[src/rtl/assert_macros.svh]
// assertion helpers, clocked on clk
`ifndef ASSERT_MACROS_SVH
`define ASSERT_MACROS_SVH

// checked outside reset
`define ASSERT_CLK(label, prop, msg) \
  label: assert property (@(posedge clk) disable iff (rst) prop) else $error(msg);

// checked at every edge, reset included
`define ASSERT_CLK_ALWAYS(label, prop, msg) \
  label: assert property (@(posedge clk) prop) else $error(msg);

`endif

[src/rtl/ipdfd_pkg.sv]
`default_nettype none
package ipdfd_pkg;

  localparam logic [1:0] ACT_BYTE = 2'd0;
  localparam logic [1:0] ACT_TICK = 2'd1;
  localparam logic [1:0] ACT_ARM  = 2'd2;

  localparam logic [2:0] ST_HEADER      = 3'd0;
  localparam logic [2:0] ST_PAYLOAD     = 3'd1;
  localparam logic [2:0] ST_BAD_ID      = 3'd2;
  localparam logic [2:0] ST_BAD_LEN     = 3'd3;
  localparam logic [2:0] ST_HDR_TIMEOUT = 3'd4;
  localparam logic [2:0] ST_PAY_TIMEOUT = 3'd5;

  localparam logic [1:0] CFG_HDR_TIMEOUT = 2'd0;
  localparam logic [1:0] CFG_PAY_TIMEOUT = 2'd1;
  localparam logic [1:0] CFG_BUF_SIZE    = 2'd2;

  localparam logic [15:0] HDR_TIMEOUT_RST = 16'd1000;
  localparam logic [15:0] PAY_TIMEOUT_RST = 16'd3000;
  localparam logic [14:0] BUF_SIZE_RST    = 15'd1024;

  localparam logic [13:0] VALUE_MAX = 14'd16383;
  localparam logic [13:0] ID_MAX    = 14'd4;
  localparam logic [2:0]  MARKER_LEN = 3'd5;

  localparam logic [7:0] CH_COMMA = 8'h2C;
  localparam logic [7:0] CH_COLON = 8'h3A;
  localparam logic [7:0] CH_MINUS = 8'h2D;
  localparam logic [7:0] CH_PLUS  = 8'h2B;
  localparam logic [7:0] CH_ZERO  = 8'h30;
  localparam logic [7:0] CH_NINE  = 8'h39;

  typedef enum logic [4:0] {
    PH_IDLE    = 5'b00001,
    PH_HUNT    = 5'b00010,
    PH_FIELD1  = 5'b00100,
    PH_FIELD2  = 5'b01000,
    PH_PAYLOAD = 5'b10000
  } phase_t;

  typedef struct packed {
    logic [1:0] action;
    logic [7:0] rx_byte;
  } in_item_t;

  typedef struct packed {
    logic [15:0] header_timeout_ms;
    logic [15:0] payload_timeout_ms;
    logic [14:0] max_payload;
  } cfg_t;

  typedef struct packed {
    logic [2:0]  status;
    logic [7:0]  data_byte;
    logic [2:0]  link_id;
    logic        id_present;
    logic [13:0] total_length;
    logic        last;
  } res_t;

  // "+IPD,"
  function automatic logic [7:0] marker_char(input logic [2:0] pos);
    logic [7:0] ch;
    unique case (pos)
      3'd0:    ch = 8'h2B;
      3'd1:    ch = 8'h49;
      3'd2:    ch = 8'h50;
      3'd3:    ch = 8'h44;
      3'd4:    ch = 8'h2C;
      default: ch = 8'h00;
    endcase
    return ch;
  endfunction

endpackage
`default_nettype wire

[src/rtl/ipdfd_in_stage.sv]
`default_nettype none
module ipdfd_in_stage import ipdfd_pkg::*; (
  input  wire logic     clk,
  input  wire logic     rst,
  input  wire logic     in_valid,
  output logic          in_ready,
  input  wire in_item_t in_item,
  input  wire logic     take,
  output logic          stage_valid,
  output in_item_t      stage_item
);

  assign in_ready = !stage_valid || take;

  always_ff @(posedge clk) begin
    if (rst) begin
      stage_valid <= 1'b0;
    end else if (in_ready) begin
      stage_valid <= in_valid;
    end
  end

  always_ff @(posedge clk) begin
    if (in_ready && in_valid) begin
      stage_item <= in_item;
    end
  end

endmodule
`default_nettype wire

[src/rtl/ipdfd_parser.sv]
`default_nettype none
module ipdfd_parser import ipdfd_pkg::*; #(
  parameter int FIELD_DIGITS = 4
) (
  input  wire logic     clk,
  input  wire logic     rst,
  input  wire logic     fire,
  input  wire in_item_t item,
  input  wire cfg_t     cfg,
  output logic          res_valid,
  output res_t          res
);

  localparam int CW = $clog2(FIELD_DIGITS + 1);

  phase_t          phase, phase_next;
  logic [2:0]      marker_pos, marker_pos_next;
  logic [13:0]     field_value, field_value_next;
  logic [CW-1:0]   field_chars, field_chars_next;
  logic            field_negative, field_negative_next;
  logic            field_stopped, field_stopped_next;
  logic [2:0]      saved_id, saved_id_next;
  logic            have_id, have_id_next;
  logic            id_bad, id_bad_next;
  logic [13:0]     announced_len, announced_len_next;
  logic [13:0]     bytes_left, bytes_left_next;
  logic [15:0]     tick_count, tick_count_next;

  logic [7:0]      c;
  logic            is_digit;
  logic [17:0]     prod;
  logic [13:0]     fv_char;
  logic [CW-1:0]   fc_char;
  logic            fn_char, fs_char;
  logic            id_bad_now;
  logic [13:0]     hdr_left;
  logic [15:0]     tick_inc;
  logic [13:0]     pay_left;
  logic            do_char, do_end;

  assign c        = item.rx_byte;
  assign is_digit = (c >= CH_ZERO) && (c <= CH_NINE);
  assign prod     = 18'(field_value) * 18'd10 + {14'd0, c[3:0]};

  // one character of a decimal field
  always_comb begin
    fv_char = field_value;
    fc_char = field_chars;
    fn_char = field_negative;
    fs_char = field_stopped;
    if (field_chars < CW'(FIELD_DIGITS)) begin
      priority if (field_chars == '0 && c == CH_MINUS) begin
        fn_char = 1'b1;
      end else if (!field_stopped && is_digit) begin
        fv_char = (prod > 18'(VALUE_MAX)) ? VALUE_MAX : prod[13:0];
      end else begin
        fs_char = 1'b1;
      end
      fc_char = field_chars + CW'(1);
    end
  end

  assign id_bad_now = (field_negative && field_value != '0) || (field_value > ID_MAX);
  assign hdr_left   = ({1'b0, field_value} < cfg.max_payload) ? field_value
                                                              : cfg.max_payload[13:0];
  assign tick_inc   = (tick_count == 16'hFFFF) ? tick_count : tick_count + 16'd1;
  assign pay_left   = (bytes_left != '0) ? bytes_left - 14'd1 : bytes_left;

  always_comb begin
    phase_next          = phase;
    marker_pos_next     = marker_pos;
    field_value_next    = field_value;
    field_chars_next    = field_chars;
    field_negative_next = field_negative;
    field_stopped_next  = field_stopped;
    saved_id_next       = saved_id;
    have_id_next        = have_id;
    id_bad_next         = id_bad;
    announced_len_next  = announced_len;
    bytes_left_next     = bytes_left;
    tick_count_next     = tick_count;
    res_valid           = 1'b0;
    res                 = '0;
    do_char             = 1'b0;
    do_end              = 1'b0;

    if (fire) begin
      unique case (item.action)
        ACT_BYTE: begin
          unique case (phase)
            PH_HUNT: begin
              if (c == marker_char(marker_pos)) begin
                marker_pos_next = marker_pos + 3'd1;
                if (marker_pos + 3'd1 == MARKER_LEN) begin
                  field_value_next    = '0;
                  field_chars_next    = '0;
                  field_negative_next = 1'b0;
                  field_stopped_next  = 1'b0;
                  phase_next          = PH_FIELD1;
                end
              end else begin
                marker_pos_next = (c == CH_PLUS) ? 3'd1 : 3'd0;
              end
            end
            PH_FIELD1: begin
              priority if (c == CH_COMMA) begin
                have_id_next        = 1'b1;
                id_bad_next         = id_bad_now;
                saved_id_next       = id_bad_now ? 3'd0 : field_value[2:0];
                field_value_next    = '0;
                field_chars_next    = '0;
                field_negative_next = 1'b0;
                field_stopped_next  = 1'b0;
                phase_next          = PH_FIELD2;
              end else if (c == CH_COLON) begin
                do_end = 1'b1;
              end else begin
                do_char = 1'b1;
              end
            end
            PH_FIELD2: begin
              if (c == CH_COLON) begin
                do_end = 1'b1;
              end else begin
                do_char = 1'b1;
              end
            end
            PH_PAYLOAD: begin
              bytes_left_next  = pay_left;
              if (pay_left == '0) begin
                phase_next = PH_IDLE;
              end
              res_valid        = 1'b1;
              res.status       = ST_PAYLOAD;
              res.data_byte    = c;
              res.link_id      = saved_id;
              res.id_present   = have_id;
              res.total_length = announced_len;
              res.last         = (pay_left == '0);
            end
            default: begin
            end
          endcase
        end
        ACT_TICK: begin
          if (phase != PH_IDLE) begin
            tick_count_next = tick_inc;
            if (phase == PH_PAYLOAD) begin
              if (tick_inc >= cfg.payload_timeout_ms) begin
                phase_next = PH_IDLE;
                res_valid  = 1'b1;
                res.status = ST_PAY_TIMEOUT;
                res.last   = 1'b1;
              end
            end else if (tick_inc >= cfg.header_timeout_ms) begin
              phase_next = PH_IDLE;
              res_valid  = 1'b1;
              res.status = ST_HDR_TIMEOUT;
              res.last   = 1'b1;
            end
          end
        end
        ACT_ARM: begin
          phase_next          = PH_HUNT;
          marker_pos_next     = '0;
          field_value_next    = '0;
          field_chars_next    = '0;
          field_negative_next = 1'b0;
          field_stopped_next  = 1'b0;
          saved_id_next       = '0;
          have_id_next        = 1'b0;
          id_bad_next         = 1'b0;
          announced_len_next  = '0;
          bytes_left_next     = '0;
          tick_count_next     = '0;
        end
        default: begin
        end
      endcase

      if (do_char) begin
        field_value_next    = fv_char;
        field_chars_next    = fc_char;
        field_negative_next = fn_char;
        field_stopped_next  = fs_char;
      end

      // header complete at ':'
      if (do_end) begin
        res_valid = 1'b1;
        priority if (have_id && id_bad) begin
          phase_next = PH_IDLE;
          res.status = ST_BAD_ID;
          res.last   = 1'b1;
        end else if (field_value == '0 || field_negative) begin
          phase_next = PH_IDLE;
          res.status = ST_BAD_LEN;
          res.last   = 1'b1;
        end else begin
          announced_len_next = field_value;
          bytes_left_next    = hdr_left;
          tick_count_next    = '0;
          phase_next         = (hdr_left == '0) ? PH_IDLE : PH_PAYLOAD;
          res.status         = ST_HEADER;
          res.link_id        = saved_id;
          res.id_present     = have_id;
          res.total_length   = field_value;
          res.last           = (hdr_left == '0);
        end
      end
    end
  end

  always_ff @(posedge clk) begin
    if (rst) begin
      phase          <= PH_IDLE;
      marker_pos     <= '0;
      field_value    <= '0;
      field_chars    <= '0;
      field_negative <= 1'b0;
      field_stopped  <= 1'b0;
      saved_id       <= '0;
      have_id        <= 1'b0;
      id_bad         <= 1'b0;
      announced_len  <= '0;
      bytes_left     <= '0;
      tick_count     <= '0;
    end else begin
      phase          <= phase_next;
      marker_pos     <= marker_pos_next;
      field_value    <= field_value_next;
      field_chars    <= field_chars_next;
      field_negative <= field_negative_next;
      field_stopped  <= field_stopped_next;
      saved_id       <= saved_id_next;
      have_id        <= have_id_next;
      id_bad         <= id_bad_next;
      announced_len  <= announced_len_next;
      bytes_left     <= bytes_left_next;
      tick_count     <= tick_count_next;
    end
  end

endmodule
`default_nettype wire

[src/rtl/ipdfd_out_reg.sv]
`default_nettype none
module ipdfd_out_reg import ipdfd_pkg::*; (
  input  wire logic clk,
  input  wire logic rst,
  input  wire logic load,
  input  wire res_t load_res,
  input  wire logic out_ready,
  output logic      out_valid,
  output res_t      out_res
);

  always_ff @(posedge clk) begin
    if (rst) begin
      out_valid <= 1'b0;
    end else if (load) begin
      out_valid <= 1'b1;
    end else if (out_ready) begin
      out_valid <= 1'b0;
    end
  end

  always_ff @(posedge clk) begin
    if (load) begin
      out_res <= load_res;
    end
  end

endmodule
`default_nettype wire

[src/rtl/ipd_frame_deframer_core.sv]
// path: input register first, then the parsed result into the result register
// throughput: one request per cycle unless stalled, set by input and result register
// handshake; a held result only stalls the input once the input register is full
// reset (rst, synchronous, active high): disarmed, no result pending, timeouts
// back to 1000 and 3000 ticks, buffer size back to 1024
`default_nettype none
module ipd_frame_deframer_core import ipdfd_pkg::*; #(
  parameter int FIELD_DIGITS = 4
) (
  input  wire logic        clk,
  input  wire logic        rst,
  input  wire logic        s_axis_tvalid,
  output logic             s_axis_tready,
  input  wire logic [7:0]  s_axis_tdata,   // rx_byte
  input  wire logic [1:0]  s_axis_tuser,   // action
  output logic             m_axis_tvalid,
  input  wire logic        m_axis_tready,
  output logic [31:0]      m_axis_tdata,   // data_byte, link_id, id_present, total_length
  output logic [2:0]       m_axis_tuser,   // status
  output logic             m_axis_tlast,
  input  wire logic        cfg_valid,
  output logic             cfg_ready,
  input  wire logic [1:0]  cfg_index,
  input  wire logic [15:0] cfg_data
);

  `include "assert_macros.svh"

  cfg_t     cfg;
  in_item_t in_item;
  in_item_t stage_item;
  logic     stage_valid;
  logic     take;
  logic     res_valid;
  res_t     res;
  res_t     out_res;

  assign cfg_ready = 1'b1;

  always_ff @(posedge clk) begin
    if (rst) begin
      cfg.header_timeout_ms  <= HDR_TIMEOUT_RST;
      cfg.payload_timeout_ms <= PAY_TIMEOUT_RST;
      cfg.max_payload        <= BUF_SIZE_RST;
    end else if (cfg_valid) begin
      unique case (cfg_index)
        CFG_HDR_TIMEOUT: cfg.header_timeout_ms  <= cfg_data;
        CFG_PAY_TIMEOUT: cfg.payload_timeout_ms <= cfg_data;
        CFG_BUF_SIZE:    cfg.max_payload        <= cfg_data[14:0];
        default: begin
        end
      endcase
    end
  end

  assign in_item.action  = s_axis_tuser;
  assign in_item.rx_byte = s_axis_tdata;

  assign take = stage_valid && (!m_axis_tvalid || m_axis_tready);

  ipdfd_in_stage u_in_stage (
    .clk         (clk),
    .rst         (rst),
    .in_valid    (s_axis_tvalid),
    .in_ready    (s_axis_tready),
    .in_item     (in_item),
    .take        (take),
    .stage_valid (stage_valid),
    .stage_item  (stage_item)
  );

  ipdfd_parser #(
    .FIELD_DIGITS (FIELD_DIGITS)
  ) u_parser (
    .clk       (clk),
    .rst       (rst),
    .fire      (take),
    .item      (stage_item),
    .cfg       (cfg),
    .res_valid (res_valid),
    .res       (res)
  );

  ipdfd_out_reg u_out_reg (
    .clk       (clk),
    .rst       (rst),
    .load      (res_valid),
    .load_res  (res),
    .out_ready (m_axis_tready),
    .out_valid (m_axis_tvalid),
    .out_res   (out_res)
  );

  assign m_axis_tdata = {6'd0, out_res.total_length, out_res.id_present,
                         out_res.link_id, out_res.data_byte};
  assign m_axis_tuser = out_res.status;
  assign m_axis_tlast = out_res.last;

  `ASSERT_CLK_ALWAYS(a_reset_clears_out, rst |=> !m_axis_tvalid, "result valid after reset")
  `ASSERT_CLK(a_error_is_last, (m_axis_tvalid && m_axis_tuser >= ST_BAD_ID) |-> m_axis_tlast,
    "error result without last")
  `ASSERT_CLK(a_error_no_payload,
    (m_axis_tvalid && m_axis_tuser >= ST_BAD_ID) |-> (m_axis_tdata == '0),
    "error result carries header or data fields")
  `ASSERT_CLK(a_stall_only_when_full, !s_axis_tready |-> stage_valid,
    "input stalled with empty input register")

endmodule
`default_nettype wire
[config.mk]
export PLATFORM = sky130hd
export DESIGN_NAME = ipd_frame_deframer_core
export DESIGN_NICKNAME = d
export VERILOG_FILES = /design/src/rtl/ipdfd_pkg.sv /design/src/rtl/ipdfd_in_stage.sv /design/src/rtl/ipdfd_parser.sv /design/src/rtl/ipdfd_out_reg.sv /design/src/rtl/ipd_frame_deframer_core.sv
export VERILOG_INCLUDE_DIRS = /design/src /design/src/rtl
export SDC_FILE = /design/constraint.sdc
export NUM_CORES = 1
export LEC_CHECK = 0
export BUFFER_PORTS_ARGS = -buffer_cell sky130_fd_sc_hd__buf_2
export CORE_MARGIN = 2
export CORE_UTILIZATION = 42
export DETAILED_ROUTE_END_ITERATION = 6
export PLACE_DENSITY = 0.7
export REMOVE_ABC_BUFFERS = 1
export SYNTH_ARGS = -nofsm -noshare
export SYNTH_HDL_FRONTEND = slang
export SYNTH_HIERARCHICAL = 1
export SYNTH_SLANG_ARGS = --single-unit
[constraint.sdc]
create_clock -name clk -period 4.8 [get_ports clk]
set_input_delay 0.24 -clock clk [delete_from_list [all_inputs] [get_ports clk]]
set_output_delay 0.24 -clock clk [all_outputs]
set_load 0.01 [all_outputs]
==> summary.md <==
| Metric | Value |
|---|---|
| Commonest non-fill, non-tap cell in the layout | dfxtp_1 |
| Clock Power Share | 45.5% |
| Remaining routing DRC violations | 0 |
| Clk slew on worst S/H paths | 0.07 ns |
| Via count | 9113 |
| RR Endpoint | u_out_reg/out_res[11] |
| HPWL Detailed | 19500 um |
| Initial Util | 42.6% |
| Std-Cell Rows | 58 |
| Crit path max-delay family | compound AO/OA/AOI/OAI gates |
| Crit path buf inv count | 1 |
| Fin Setup TNS | 0 ns |
| Static Leakage | 4.86 nW |
| Final Hold Viols | 0 |
| CP endpoint kind | flop |
| Yosys warns | 6 |
| Port buffer count | 64 |
| Critical Path Slowest Stage Cell | or3_1 |
| Highest Clock Rate | 231 MHz |
| Critical Path RT | 4.93 ns |
| Drt wl/cell | 16.5 um |
| Critical path, cell by cell | ha_1, and3_1, nand4_1, or3_1, nand2_1, xnor2_1, ha_1, a21oi_1, nor2b_1, a2111oi_0, a2111oi_0, o32ai_2, o21ai_0, o21a_1, buf_4 |
| Power Internal | 2.36 mW |
| Vias in the first global route | 8754 |
| Core Area | 25000 sq um |
| Startpoint types | flop |
| CP endpoint | u_out_reg/out_res[11] |
| Critical path depth | 15 |
| Hold Crit Depth | 3 |
| RR Startpoint | u_parser/tick_count[1] |
| Seq/Total Area, Yosys | 34.7% |
| Main synth FF type | dfxtp_1 |
| Seq pwr share | 46.7% |
| Total GRT Usage | 20.6% |
| Layout area overhead | 12.2% |
| RSZ-0062 raised after global routing | false |
| Comb power frac | 7.8% |
| Die extent in x | 163 um |
| NetSw | 775 uW |
| Worst slew pin tran | 1.24 ns |
| Setup CP Type | flop to flop |
| Worst VDD drop | 0.221 mV |
| Drt total wl | 26900 um |
| Power per cell area | 262 nW/um^2 |
| Fin crit share | 90.1% |
| R2R depth | 15 |
| Vias per inst | 5.58 |
| Layout Utilization | 47.8% |
| Status | completed |
| Sw frac | 24.7% |
| Post-route ant nets | 0 |
| Synth async-reset ratio | 0% |
| Crit path DAT | 4.45 ns |
| H-tree levels | 4 |
| CTS tree | built |
| CP startpoint | u_parser/tick_count[1] |
| Largest net degree at the start of global routing | 65 |
| Synth cell types | 83 |
| Pre-antenna DRT Iters | 4 |
| Fin Hold WS | 0.0503 ns |
| CTS root buffer | clkbuf_16 |
| Final Setup Violations | 0 |
| Max Cap Viol | 0 |
| Die footprint | 26700 sq um |
| Minimum clock period | 4.33 ns |
| Skew-Pair Late Insertion Delay | 0.43 ns |
| Mean Syn Cell Area | 8.59 sq um |
| Footprint of the multi-input gates | 6400 sq um |
| Clock buffer depth | 2 |
| Initial antenna violation count | 1 |
| Worst-path fanout max | 31 |
| Total setup buffers inserted after CTS | 0 |
| CTS sink cnt | 165 |
| Clk_skew | 0.0116 ns |
| Number of synthesized flops with an enable pin | 40 |
| Die H | 163 um |
| Worst R2R Setup Slack | 0.47 ns |
| Final GP Congestion | 0.903 |
| Antenna cells | 0 |
| Hold Path Class | input pin to flop |
| Register area | 3700 sq um |
| Post-synthesis cell count | 1241 |
| Filler Cell Count | 2366 |
| Crit-path max cell delay | 0.47 ns |
| Congestion Overflow GR | 0 |
| Initial DRC Count | 577 |
| Num CTS Buffers | 17 |
| IO Pins | 72 |
| Slew Viols, Final | 0 |
| Relative slew slack | 17.4% |
| Post-Syn Area | 10700 sq um |
| Flops & latches, synth | 165 |
| Layout cells sized above 1 | 11.3% |
| First-pass GRT wire length | 44000 um |
| Most frequent cells in the layout | dfxtp_1 (125), nor2_1 (119), nand2_1 (113) |
| Nets | 1410 |
## layer usage
metal / part of all wire (%) / wire (um) / GRT usage, %
met5: 0 / 0 / 0
met3: 4.3 / 1160 / 3.68
met4: 2.5 / 661 / 7.24
met2: 47 / 12800 / 34.5
met1: 46 / 12300 / 26.7
## what timing repair did
action,in CTS,in global routing
gates resized for setup,0,1
hold buffers,10,0
endpoints found under the hold margin,10,0
endpoints found under the setup margin,0,31
## power groups by stage
stage / clock, mW / sequential (mW) / combinational, mW
after floorplan: 0 / 1.49 / 0.151
after global placement: 0 / 1.50 / 0.231
after detailed placement: 0 / 1.50 / 0.233
after CTS: 1.45 / 1.47 / 0.242
after global routing: 1.51 / 1.47 / 0.268
final: 1.43 / 1.47 / 0.244
## sequential cells by signal (all words and copies together) (netlist names), 3 cells and up
| name | cells |
|---|---|
| u_parser/phase | 5 |
| u_parser/marker_pos | 3 |
| u_parser/tick_count | 16 |
| cfg | 47 |
| u_parser/field_chars | 3 |
| u_parser/announced_len | 14 |
| u_in_stage/stage_item | 10 |
| u_out_reg/out_res | 30 |
| u_parser/field_value | 14 |
| u_parser/saved_id | 3 |
| u_parser/bytes_left | 14 |
## cell families after synthesis
logic type	after synthesis	synth area share, %
AO/OA/AOI/OAI	269	17.0
other	2	0.0704
AND/OR/NAND/NOR	479	23.4
buffers and inverters	142	5.52
flip-flops	165	34.7
multiplexers	69	6.64
adder cells (fa/ha/maj)	87	10.4
XOR/XNOR	28	2.30
## tightest hold or removal path, cell delays in order
cell     delay [ns]
buf_2          0.10
inv_1          0.05
a21oi_2        0.04
## synthesized netlist by cell type, types with 8 or more instances
master | n | area share (%)
inv_1 | 79 | 2.8
edfxtp_1 | 40 | 11
o21ai_0 | 44 | 2.1
xor2_1 | 9 | 0.74
o211ai_1 | 10 | 0.70
o22ai_1 | 11 | 0.65
nand3_1 | 25 | 1.2
mux2_2 | 10 | 1.1
a22oi_1 | 17 | 1.2
dfxtp_1 | 125 | 23
a31oi_1 | 12 | 0.70
a211oi_1 | 8 | 0.56
a221o_1 | 14 | 1.3
and2_1 | 8 | 0.47
clkbuf_1 | 45 | 1.6
nor2b_1 | 20 | 1.2
and3_1 | 10 | 0.59
buf_4 | 8 | 0.56
a21o_1 | 12 | 0.85
nor2_1 | 119 | 4.2
a21oi_1 | 80 | 3.8
ha_1 | 85 | 10
nor3_1 | 29 | 1.4
nor4_1 | 14 | 0.82
mux2i_1 | 58 | 5.4
xnor2_1 | 19 | 1.6
nand4_1 | 23 | 1.3
buf_2 | 8 | 0.38
nand2b_1 | 65 | 3.8
nand2_1 | 113 | 4.0
nand3b_1 | 10 | 0.70
## per-stage QoR
step	setup WS (ns)	area, sq um	total power [mW]	std cells
final	0.473	12000	3.14	1633
after CTS	0.265	12000	3.16	1633
after global routing	0.0689	12000	3.25	1633
after global placement	0.385	11200	1.73	1591
after floorplan	0.594	10400	1.64	1183
after detailed placement	0.266	11200	1.73	1591
## layout make-up
type                            instances  area share, %
Multi-Input combinational cell        939           53.5
Sequential cell                       165           31.0
Timing Repair Buffer                   88           4.41
Clock buffer                           19           3.88
Tap cell                              330           3.45
Inverter                               79           2.48
Clock inverter                         13           1.32
## worst min path at each step
| stage | startpoint | end | slack (ns) |
|---|---|---|---|
| floorplan | rst | u_in_stage/stage_valid | 0.30 |
| global placement | s_axis_tdata[7] | u_in_stage/stage_item[7] | 0.42 |
| detailed placement | s_axis_tdata[7] | u_in_stage/stage_item[7] | 0.42 |
| CTS | s_axis_tvalid | u_in_stage/stage_valid | 0.04 |
| global route | s_axis_tvalid | u_in_stage/stage_valid | 0.05 |
| finish | s_axis_tvalid | u_in_stage/stage_valid | 0.05 |
Note: power is estimated with default switching activity, not from simulation.
